$ cat src/dsl_pkg.sv
// ----------------------------------------------------------------------------
// Debounced sequence lock package
// Sizes, register indexes and code helpers shared by the lock and its checker.
// ----------------------------------------------------------------------------
package dsl_pkg;

  localparam int NUM_DETECTORS  = 5;
  localparam int LOG_DEPTH      = 4;
  localparam int DEBOUNCE_LIMIT = 5;

  localparam int IDX_W   = 3;
  localparam int CODE_W  = 12;
  localparam int SENSE_W = 5;
  localparam int CNT_W   = $clog2(DEBOUNCE_LIMIT + 1);
  localparam int CFG_W   = CODE_W;
  localparam int CFGA_W  = 1;

  localparam logic [IDX_W-1:0]  NONE_ENTRY   = '1;
  localparam logic [CNT_W-1:0]  CNT_LIMIT    = CNT_W'(DEBOUNCE_LIMIT);
  localparam logic [CODE_W-1:0] CODE_RESET   = '1;

  typedef enum logic [CFGA_W-1:0] {
    REG_TRIP_POLARITY = 1'b0,
    REG_UNLOCK_CODE   = 1'b1
  } cfg_reg_e;

  typedef logic [IDX_W-1:0] entry_t;

  // entry i of the packed code, none beyond the register width
  function automatic entry_t code_entry(input logic [CODE_W-1:0] code, input int i);
    entry_t e;
    e = NONE_ENTRY;
    if (IDX_W * i + IDX_W <= CODE_W) begin
      e = code[IDX_W*i +: IDX_W];
    end
    return e;
  endfunction

endpackage

$ cat src/debounced_sequence_lock_unit.sv
// ----------------------------------------------------------------------------
// Debounced sequence lock unit
// Integrating debounce of five detectors feeding an ordered unlock log.
// ----------------------------------------------------------------------------
// Each input transaction is one debounce tick and yields exactly one result
// transaction. The block takes one tick per clock cycle: all debounce,
// pick and log work sits between the state registers and the result
// register, and a new tick is accepted while the previous result is taken.
// A stalled result holds off input only while out_ready_i stays low.
// Configuration writes take effect at once and belong in idle periods.
module debounced_sequence_lock_unit
  import dsl_pkg::*;
(
  input  logic                     clk_i,
  input  logic                     rst_ni,
  input  logic                     cfg_we_i,
  input  logic [CFGA_W-1:0]        cfg_index_i,
  input  logic [CFG_W-1:0]         cfg_data_i,
  input  logic                     in_valid_i,
  output logic                     in_ready_o,
  input  logic [SENSE_W-1:0]       sensor_levels_i,
  output logic                     out_valid_o,
  input  logic                     out_ready_i,
  output logic [SENSE_W-1:0]       tripped_mask_o,
  output logic                     log_updated_o,
  output logic [CODE_W-1:0]        history_log_o,
  output logic                     code_matches_o
);

  logic                trip_polarity_q;
  logic [CODE_W-1:0]   unlock_code_q;
  logic [CNT_W-1:0]    cnt_q [NUM_DETECTORS];
  logic [CNT_W-1:0]    cnt_d [NUM_DETECTORS];
  logic [NUM_DETECTORS-1:0] trip_q, trip_d;
  entry_t              log_q [LOG_DEPTH];
  entry_t              log_d [LOG_DEPTH];
  logic                out_valid_q;
  logic                log_updated_q, log_updated_d;
  logic                match_q, match_d;
  logic                accept;

  assign in_ready_o = !out_valid_q || out_ready_i;
  assign accept     = in_valid_i && in_ready_o;

  always_comb begin
    logic [NUM_DETECTORS-1:0] qual;
    logic                     new_trip;
    logic [IDX_W:0]           n_trip;
    logic                     level;
    logic                     found;
    entry_t                   pick;
    qual     = '0;
    new_trip = 1'b0;
    n_trip   = '0;
    found    = 1'b0;
    pick     = NONE_ENTRY;
    trip_d   = trip_q;
    for (int d = 0; d < NUM_DETECTORS; d++) begin
      cnt_d[d] = cnt_q[d];
      for (int j = 0; j < LOG_DEPTH; j++) begin
        if (code_entry(unlock_code_q, j) == IDX_W'(d)) begin
          qual[d] = 1'b1;
        end
      end
      level = (d < SENSE_W) ? sensor_levels_i[d] : 1'b0;
      if (qual[d]) begin
        if (level == trip_polarity_q) begin
          if (cnt_q[d] < CNT_LIMIT) begin
            cnt_d[d] = cnt_q[d] + CNT_W'(1);
          end
        end else if (cnt_q[d] != '0) begin
          cnt_d[d] = cnt_q[d] - CNT_W'(1);
        end
        if (cnt_d[d] == CNT_LIMIT) begin
          new_trip  = new_trip || !trip_q[d];
          trip_d[d] = 1'b1;
        end else if (cnt_d[d] == '0) begin
          trip_d[d] = 1'b0;
        end
        n_trip = n_trip + (IDX_W+1)'(trip_d[d]);
      end
    end
    for (int d = 0; d < NUM_DETECTORS; d++) begin
      if (trip_d[d] && !found) begin
        found = 1'b1;
        pick  = IDX_W'(d);
      end
    end
    log_updated_d = new_trip && (n_trip == (IDX_W+1)'(1));
    for (int i = 0; i < LOG_DEPTH; i++) begin
      log_d[i] = log_q[i];
    end
    if (log_updated_d) begin
      for (int i = 0; i + 1 < LOG_DEPTH; i++) begin
        log_d[i] = log_q[i+1];
      end
      log_d[LOG_DEPTH-1] = pick;
    end
    match_d = 1'b1;
    for (int i = 0; i < LOG_DEPTH; i++) begin
      if (log_d[i] != code_entry(unlock_code_q, i)) begin
        match_d = 1'b0;
      end
    end
  end

  always_ff @(posedge clk_i or negedge rst_ni) begin
    if (!rst_ni) begin
      trip_polarity_q <= 1'b0;
      unlock_code_q   <= CODE_RESET;
    end else if (cfg_we_i) begin
      unique case (cfg_reg_e'(cfg_index_i))
        REG_TRIP_POLARITY: trip_polarity_q <= cfg_data_i[0];
        REG_UNLOCK_CODE:   unlock_code_q   <= cfg_data_i[CODE_W-1:0];
        default: ;
      endcase
    end
  end

  always_ff @(posedge clk_i or negedge rst_ni) begin
    if (!rst_ni) begin
      trip_q      <= '0;
      out_valid_q <= 1'b0;
      for (int d = 0; d < NUM_DETECTORS; d++) begin
        cnt_q[d] <= '0;
      end
      for (int i = 0; i < LOG_DEPTH; i++) begin
        log_q[i] <= NONE_ENTRY;
      end
    end else begin
      if (accept) begin
        trip_q <= trip_d;
        for (int d = 0; d < NUM_DETECTORS; d++) begin
          cnt_q[d] <= cnt_d[d];
        end
        for (int i = 0; i < LOG_DEPTH; i++) begin
          log_q[i] <= log_d[i];
        end
      end
      if (accept) begin
        out_valid_q <= 1'b1;
      end else if (out_ready_i) begin
        out_valid_q <= 1'b0;
      end
    end
  end

  always_ff @(posedge clk_i) begin
    if (accept) begin
      log_updated_q <= log_updated_d;
      match_q       <= match_d;
    end
  end

  always_comb begin
    history_log_o  = '0;
    tripped_mask_o = '0;
    for (int i = 0; i < LOG_DEPTH; i++) begin
      if (IDX_W * i + IDX_W <= CODE_W) begin
        history_log_o[IDX_W*i +: IDX_W] = log_q[i];
      end
    end
    for (int d = 0; d < NUM_DETECTORS; d++) begin
      if (d < SENSE_W) begin
        tripped_mask_o[d] = trip_q[d];
      end
    end
  end

  assign out_valid_o    = out_valid_q;
  assign log_updated_o  = log_updated_q;
  assign code_matches_o = match_q;

endmodule

$ cat config.mk
export PLATFORM = sky130hd
export DESIGN_NAME = debounced_sequence_lock_unit
export DESIGN_NICKNAME = d
export VERILOG_FILES = /design/src/dsl_pkg.sv /design/src/debounced_sequence_lock_unit.sv
export SDC_FILE = /design/constraint.sdc
export NUM_CORES = 1
export LEC_CHECK = 0
export BUFFER_PORTS_ARGS = -buffer_cell sky130_fd_sc_hd__buf_2
export CAP_MARGIN = 20
export CELL_PAD_IN_SITES_DETAIL_PLACEMENT = 0
export CELL_PAD_IN_SITES_GLOBAL_PLACEMENT = 1
export CORE_MARGIN = 5
export CORE_UTILIZATION = 46
export DETAILED_ROUTE_END_ITERATION = 8
export GPL_TIMING_DRIVEN = 0
export HOLD_SLACK_MARGIN = 0.06
export PLACE_DENSITY = 0.8
export SLEW_MARGIN = 20
export SYNTH_ARGS = -nofsm -noshare
export SYNTH_HDL_FRONTEND = slang
export SYNTH_SLANG_ARGS = --single-unit
$ cat constraint.sdc
create_clock -name clk_i -period 6.59 [get_ports clk_i]
set_input_delay 1.318 -clock clk_i [delete_from_list [all_inputs] [get_ports clk_i]]
set_output_delay 1.318 -clock clk_i [all_outputs]
set_load 0.01 [all_outputs]
# ---- After elaboration in Yosys (flattened, before gate mapping)
# Index checks and enable logic that the tools add are counted.
dict set report word_totals {
  rom_bits 0
  mem_count 0
  wordCells 197
  latchBits 0
  out_inout_bits 21
  mem_bits_rw 0
  input_bits 23
  reg_bits 48
}
dict set report op_classes {
  add_sub_neg 14
  n_mul 0
  n_reduce_logical 44
  bitwise 1
  n_div 0
  magnitude_cmp 5
  n_mux 87
  eq_ne 31
  shifts 0
}
# operator n
set ops {}
lappend ops {{2-to-1 mux 3 bit} 25}
lappend ops {{2-to-1 mux 1 bit} 57}
lappend ops {{== test 3 bit (second input constant)} 9}
lappend ops {{zero test 3 bit} 9}
lappend ops {{== test 3 x 2 -> 1 bit (second input constant)} 8}
lappend ops {{adder 4 x 1 -> 4 bit} 4}
lappend ops {{2-to-1 mux 4 bit} 4}
lappend ops {{adder 3 x 1 -> 3 bit (second input constant)} 5}
lappend ops {{less-than comparator 3 bit (second input constant)} 5}
lappend ops {{nonzero test 3 bit} 5}
lappend ops {{subtractor 3 x 1 -> 3 bit (second input constant)} 5}
lappend ops {{AND reduction 2 bit} 7}
lappend ops {{== test 3 x 1 -> 1 bit (second input constant)} 4}
lappend ops {{2-to-1 mux 12 bit} 1}
lappend ops {{inequality test 3 bit} 4}
lappend ops {{zero test 1 bit} 10}
lappend ops {{logical AND 1 bit} 6}
lappend ops {{== test 1 bit} 5}
lappend ops {{logical OR 1 bit} 5}
lappend ops {{== test 4 x 1 -> 1 bit (second input constant)} 1}
lappend ops {{OR reduction 3 bit} 1}
lappend ops {{nonzero test 2 bit} 1}
lappend ops {{NOT 1 bit} 1}

# ---- Longest topological paths before layout
dict set report depth {
  depth_word 26
  mapped_depth 24
  mapped_depth_nobuf 23
}

# ---- Least setup slack after synthesis
# No wires, ideal clock.
dict set report synth_timing {
  path_type {input-to-reg}
  start {in sensor_levels_i[1]}
  end {reg log_q (netlist bit history_log_o[0])}
  t_arrival_ns 6.207
  path_slack_ns 0.301
  path_stages 21
  setup_time_ns 0.082
  required_ns 6.508
  n_path_buf 1
  cell_sequence {xnor2_2 > and3_1 > or4_4 > nor2_1 > nor2_1 > o21ai_0 > ha_1 > mux2_2 > ha_1 > ha_1 > mux2_2 > ha_1 > mux2i_1 > inv_1 > ha_1 > a2111oi_0 > a211oi_1 > or3_4 > nor2_4 > buf_6 > mux2_2}
}
dict set report synth_via {
  elab_chain_len 18
  word_cells_on_any_way 30
  classes_between {add/sub: 4; eq/ne: 3; mux: 18; reduce/logical: 5}
}
# element line
set synth_lines {}
lappend synth_lines {{start: declaration} debounced_sequence_lock_unit.sv:21} ;# input logic [SENSE_W-1:0] sensor_levels_i,
lappend synth_lines {{== test 1 bit *} debounced_sequence_lock_unit.sv:67} ;# if (level == trip_polarity_q) begin
lappend synth_lines {{2-to-1 mux 3 bit *} debounced_sequence_lock_unit.sv:67}
lappend synth_lines {{2-to-1 mux 3 bit *} debounced_sequence_lock_unit.sv:66} ;# if (qual[d]) begin
lappend synth_lines {{zero test 3 bit} debounced_sequence_lock_unit.sv:77} ;# end else if (cnt_d[d] == '0) begin
lappend synth_lines {{2-to-1 mux 1 bit} debounced_sequence_lock_unit.sv:77}
lappend synth_lines {{2-to-1 mux 1 bit} debounced_sequence_lock_unit.sv:74} ;# if (cnt_d[d] == CNT_LIMIT) begin
lappend synth_lines {{2-to-1 mux 1 bit} debounced_sequence_lock_unit.sv:66}
lappend synth_lines {{adder 4 x 1 -> 4 bit} debounced_sequence_lock_unit.sv:80} ;# n_trip = n_trip + (IDX_W+1)'(trip_d[d]);
lappend synth_lines {{[2 not listed]} -}
lappend synth_lines {{2-to-1 mux 4 bit} debounced_sequence_lock_unit.sv:66}
lappend synth_lines {{adder 4 x 1 -> 4 bit} debounced_sequence_lock_unit.sv:80}
lappend synth_lines {{2-to-1 mux 4 bit} debounced_sequence_lock_unit.sv:66}
lappend synth_lines {{adder 4 x 1 -> 4 bit} debounced_sequence_lock_unit.sv:80}
lappend synth_lines {{2-to-1 mux 4 bit} debounced_sequence_lock_unit.sv:66}
lappend synth_lines {{== test 4 x 1 -> 1 bit} debounced_sequence_lock_unit.sv:89} ;# log_updated_d = new_trip && (n_trip == (IDX_W+1)'(1));
lappend synth_lines {{logical AND 1 bit *} debounced_sequence_lock_unit.sv:89}
lappend synth_lines {{2-to-1 mux 12 bit *} debounced_sequence_lock_unit.sv:93} ;# if (log_updated_d) begin
lappend synth_lines {{end signal: indexed assignment} debounced_sequence_lock_unit.sv:137} ;# log_q[i] <= log_d[i];
lappend synth_lines {{end: declaration} debounced_sequence_lock_unit.sv:35} ;# entry_t log_q [LOG_DEPTH];
# Mark *: on every way between the ends. The rest lies on a longest branch, timed or not. The select of a mux whose other input is x is not followed.
# A chain may end at the register's enable or synchronous reset.

# ---- Worst setup path after layout
dict set report layout_timing {
  start {in sensor_levels_i[1]}
  end {reg match_q (netlist: code_matches_o), data pin}
}
dict set report layout_via {
  elab_chain_len 22
  word_cells_on_any_way 51
  classes_between {add/sub: 4; eq/ne: 7; mux: 27; reduce/logical: 13}
}
# element line
set layout_lines {}
lappend layout_lines {{== test 1 bit *} debounced_sequence_lock_unit.sv:67}
lappend layout_lines {{2-to-1 mux 3 bit *} debounced_sequence_lock_unit.sv:67}
lappend layout_lines {{2-to-1 mux 3 bit *} debounced_sequence_lock_unit.sv:66}
lappend layout_lines {{branches (longest 16 deep; another with adder 4 x 1 -> 4 bit)} -}
lappend layout_lines {{2-to-1 mux 12 bit *} debounced_sequence_lock_unit.sv:93}
lappend layout_lines {{inequality test 3 bit} debounced_sequence_lock_unit.sv:101} ;# if (log_d[i] != code_entry(unlock_code_q, i)) begin
lappend layout_lines {{OR reduction 3 bit (no line)} -}
lappend layout_lines {{end signal: assignment} debounced_sequence_lock_unit.sv:151} ;# match_q <= match_d;
lappend layout_lines {{end: declaration} debounced_sequence_lock_unit.sv:39} ;# logic match_q, match_d;
# Every way passes the cells marked *. The select of a mux whose other input is x is not followed.

==> results by group <==
STA
  • Maximum clock rate: 0.159 GHz
  • Fin. Hold Viols: 0
  • Slew Viols, Final: 0
  • Measured slew at the worst slew-check pin: 1.00 ns
  • Skew final: 0.0136 ns
  • Period minus WS final: 6.28 ns
  • Slew HR: 0.323
  • Final setup fails: 0
  • Fin crit share: 0.953
  • RSZ-0062 raised after global routing: false

Power and ir drop
  • Gate power share: 0.682
  • Internal power: 1.19 mW
  • Power per cell area: 480 mW/mm^2
  • Sw Pwr: 1.11 mW
  • Leakage: 2.01 nW
  • Total power: 2.29 mW
  • Max VDD drop: 0.000213 V
  • Sequential Power Share: 0.240
  • Switching Share: 0.482
  • Power share of the clock group: 0.078

Synth
  • Net Count, Synth: 516
  • Post-synth cell types: 82
  • Post-Syn Area per Cell: 9.06 sq um
  • Post-synthesis sequential area ratio: 0.291
  • Number of synthesis warnings: 0
  • Post-synth EDFFs: 2
  • Ys flop type: dfstp_2
  • Async S/R FF share, synth: 0.958
  • Synth Cell Area: 0.00427 sq mm
  • Synth Register Bits: 48
  • Mapped Cells: 471

Setup path
  • Endpoint class of the critical path: flop
  • Critical Path Fanout Max: 7
  • Worst R2R Start: cnt_q[9]
  • CP Data Required Time: 6.77 ns
  • Worst Reg-to-Reg Cells: 21
  • Reg-to-Reg End: code_matches_o
  • Critical Path AT: 6.46 ns
  • Setup CP Type: primary input to flop
  • Setup crit start kind: primary input
  • R2R Setup Slk: 0.72 ns

Placed design
  • GP Congestion: 0.821
  • PortBufs: 43
  • Final HPWL DP: 7580 um
  • Placed cell count: 625

Min path
  • Hold Path End: history_log_o[1]
  • HP Start: history_log_o[1]
  • Worst min path class: flop to flop
  • WHS Path Cells: 2

Layout
  • # fillers: 886
  • Final nets: 568
  • Area delta synth->final: 11.9%
  • Non-Filler Instances: 635
  • Most frequent cells in the layout: 51 x buf_2, 35 x nor2_1, 32 x inv_1, 31 x nand2_1, 29 x mux2_2
  • Diodes inserted: 0
  • Most common cell after layout, fill and taps aside: buf_2
  • Share of layout cells above drive strength 1: 0.275

CTS
  • CTS tree: yes
  • Cts hold-fix bufs: 0
  • Clock Latency Late Sink: 0.31 ns
  • CTS Buffer Depth: 2
  • Clock buffer count from CTS: 5
  • Clk root buf: clkbuf_8
  • Clk pin slew, worst setup/hold paths: 0.10 ns
  • H-tree depth: 2
  • Sink Count: 48

GRT
  • First-pass GRT wire length: 16,900 um
  • Largest net degree at the start of global routing: 47
  • Tot GR Track Use: 0.181
  • Overflow after GRT: 0
  • Antenna violations before repair: 0
  • Vias in the first global route: 3,571

Route
  • First-pass DRT Iterations: 4
  • Post-route ant nets: 0
  • Drt wl/cell: 15.6 um
  • Iteration-0 DRC Markers: 179
  • Routed via count: 3,668
  • # DRC: 0
  • DR vias/cell: 5.78
  • Drt total wl: 9920 um

Die
  • Die Wd: 106 um
  • Initial core utilization: 0.466
  • Die Y: 106 um
  • DIE AREA: 0.0113 sq mm
  • # IOs: 44
  • Area of the core: 0.00915 sq mm
  • Site Rows: 35

Flow run
  • Max-cap violations: 0

Status
  • Status: complete, no violations
-- per-layer routing --
metal | GRT usage | vias to the layer above | wire, um
li1 | - | 1833 | -
met1 | 0.243 | 1769 | 4710
met2 | 0.303 | 56 | 4700
met3 | 0.0279 | 10 | 387
met4 | 0.0463 | 0 | 120
met5 | 0 | - | 0
-- kinds of logic after synthesis --
group                    after synthesis  synth area share
AO/OA/AOI/OAI                        120             0.196
XOR/XNOR                              24            0.0633
adder cells (fa/ha/maj)               22            0.0645
buffers and inverters                 52            0.0539
flip-flops                            48             0.291
multiplexers                          45             0.123
AND/OR/NAND/NOR                      160             0.208
-- registers in the layout (all words and copies together) (netlist names) --
name	cells
trip_polarity_q	1
tripped_mask_o	5
log_updated_o	1
unlock_code_q	12
code_matches_o	1
out_valid_o	1
cnt_q	15
history_log_o	12
-- cells in the mapped netlist, types with 6 or more instances --
library cell  number  area [sq um]
nor2_1            35           131
inv_1             32           120
nand2_1           31           116
mux2_2            29           327
a21oi_1           25           125
dfstp_2           24           631
o21ai_0           24           120
dfrtp_1           22           551
ha_1              22           275
nand2b_1          15          93.8
xnor2_1           14           123
mux2i_1           10           100
nand3_1           10          50.1
nor2b_1           10          62.6
nor3_1            10          50.1
buf_2              9          45.0
clkbuf_1           9          33.8
nor3b_1            8          60.1
nand4_1            6          37.5
o311ai_0           6          52.6
-- repair_timing --
item                                   4_1_cts  5_1_grt
pin swaps                                    0        3
setup buffers                                0        2
setup endpoints to repair                   11       13
resized for setup                            3        7
endpoints found under the hold margin        0        0
-- power by group through the flow --
stage	combinational [mW]	clock (mW)	sequential (mW)
finish	1.56	0.178	0.550
global route	1.77	0.193	0.572
CTS	1.50	0.184	0.550
detailed placement	1.47	0	0.554
global placement	1.43	0	0.551
floorplan	1.14	0	0.538
-- per-stage QoR --
stage	setup WS (ns)	hold slack, ns	area [sq um]	utilization	setup TNS, ns
floorplan	0.301	0.490	4270	-	0
global placement	-0.453	0.491	4620	0.505	-5.26
detailed placement	-0.505	0.498	4620	0.505	-5.82
CTS	0.0258	0.514	4720	0.515	0
global route	0.0184	0.540	4780	0.522	0
finish	0.310	0.515	4780	0.522	0
-- how the worst max path moves through the flow --
stage | end | slack (ns) | startpoint
after floorplan | history_log_o[0] | 0.30 | sensor_levels_i[1]
after global placement | history_log_o[3] | -0.45 | sensor_levels_i[1]
after detailed placement | history_log_o[6] | -0.50 | sensor_levels_i[1]
after CTS | history_log_o[6] | 0.03 | sensor_levels_i[1]
after global routing | history_log_o[6] | 0.02 | sensor_levels_i[1]
final | code_matches_o | 0.31 | sensor_levels_i[1]
-- worst max-delay path: stages --
cell and delay (ns):
buf_2 0.14, xnor2_2 0.17, and3_1 0.20, or4_4 0.57, nor2_1 0.12, nor2_1 0.06
o21ai_2 0.15, ha_1 0.26, mux2_2 0.28, ha_1 0.20, ha_1 0.29, mux2_2 0.28
ha_1 0.32, mux2i_1 0.18, inv_1 0.07, ha_1 0.32, a2111oi_4 0.37, a211oi_4 0.12
or3_4 0.45, o41ai_1 0.36, and4_1 0.23
-- final cells by class --
class                   count  area, sq um  share of cell area
multi-input cells         371         2850               0.596
flip-flops and latches     48         1240               0.260
repair buffers             45          233              0.0487
well taps                 111          139              0.0291
inverters                  32          120              0.0252
plain buffers              20          114              0.0238
clock buffers               6         72.6              0.0152
clock inverters             2         11.3             0.00236
Power figures use the tool's default switching activity.
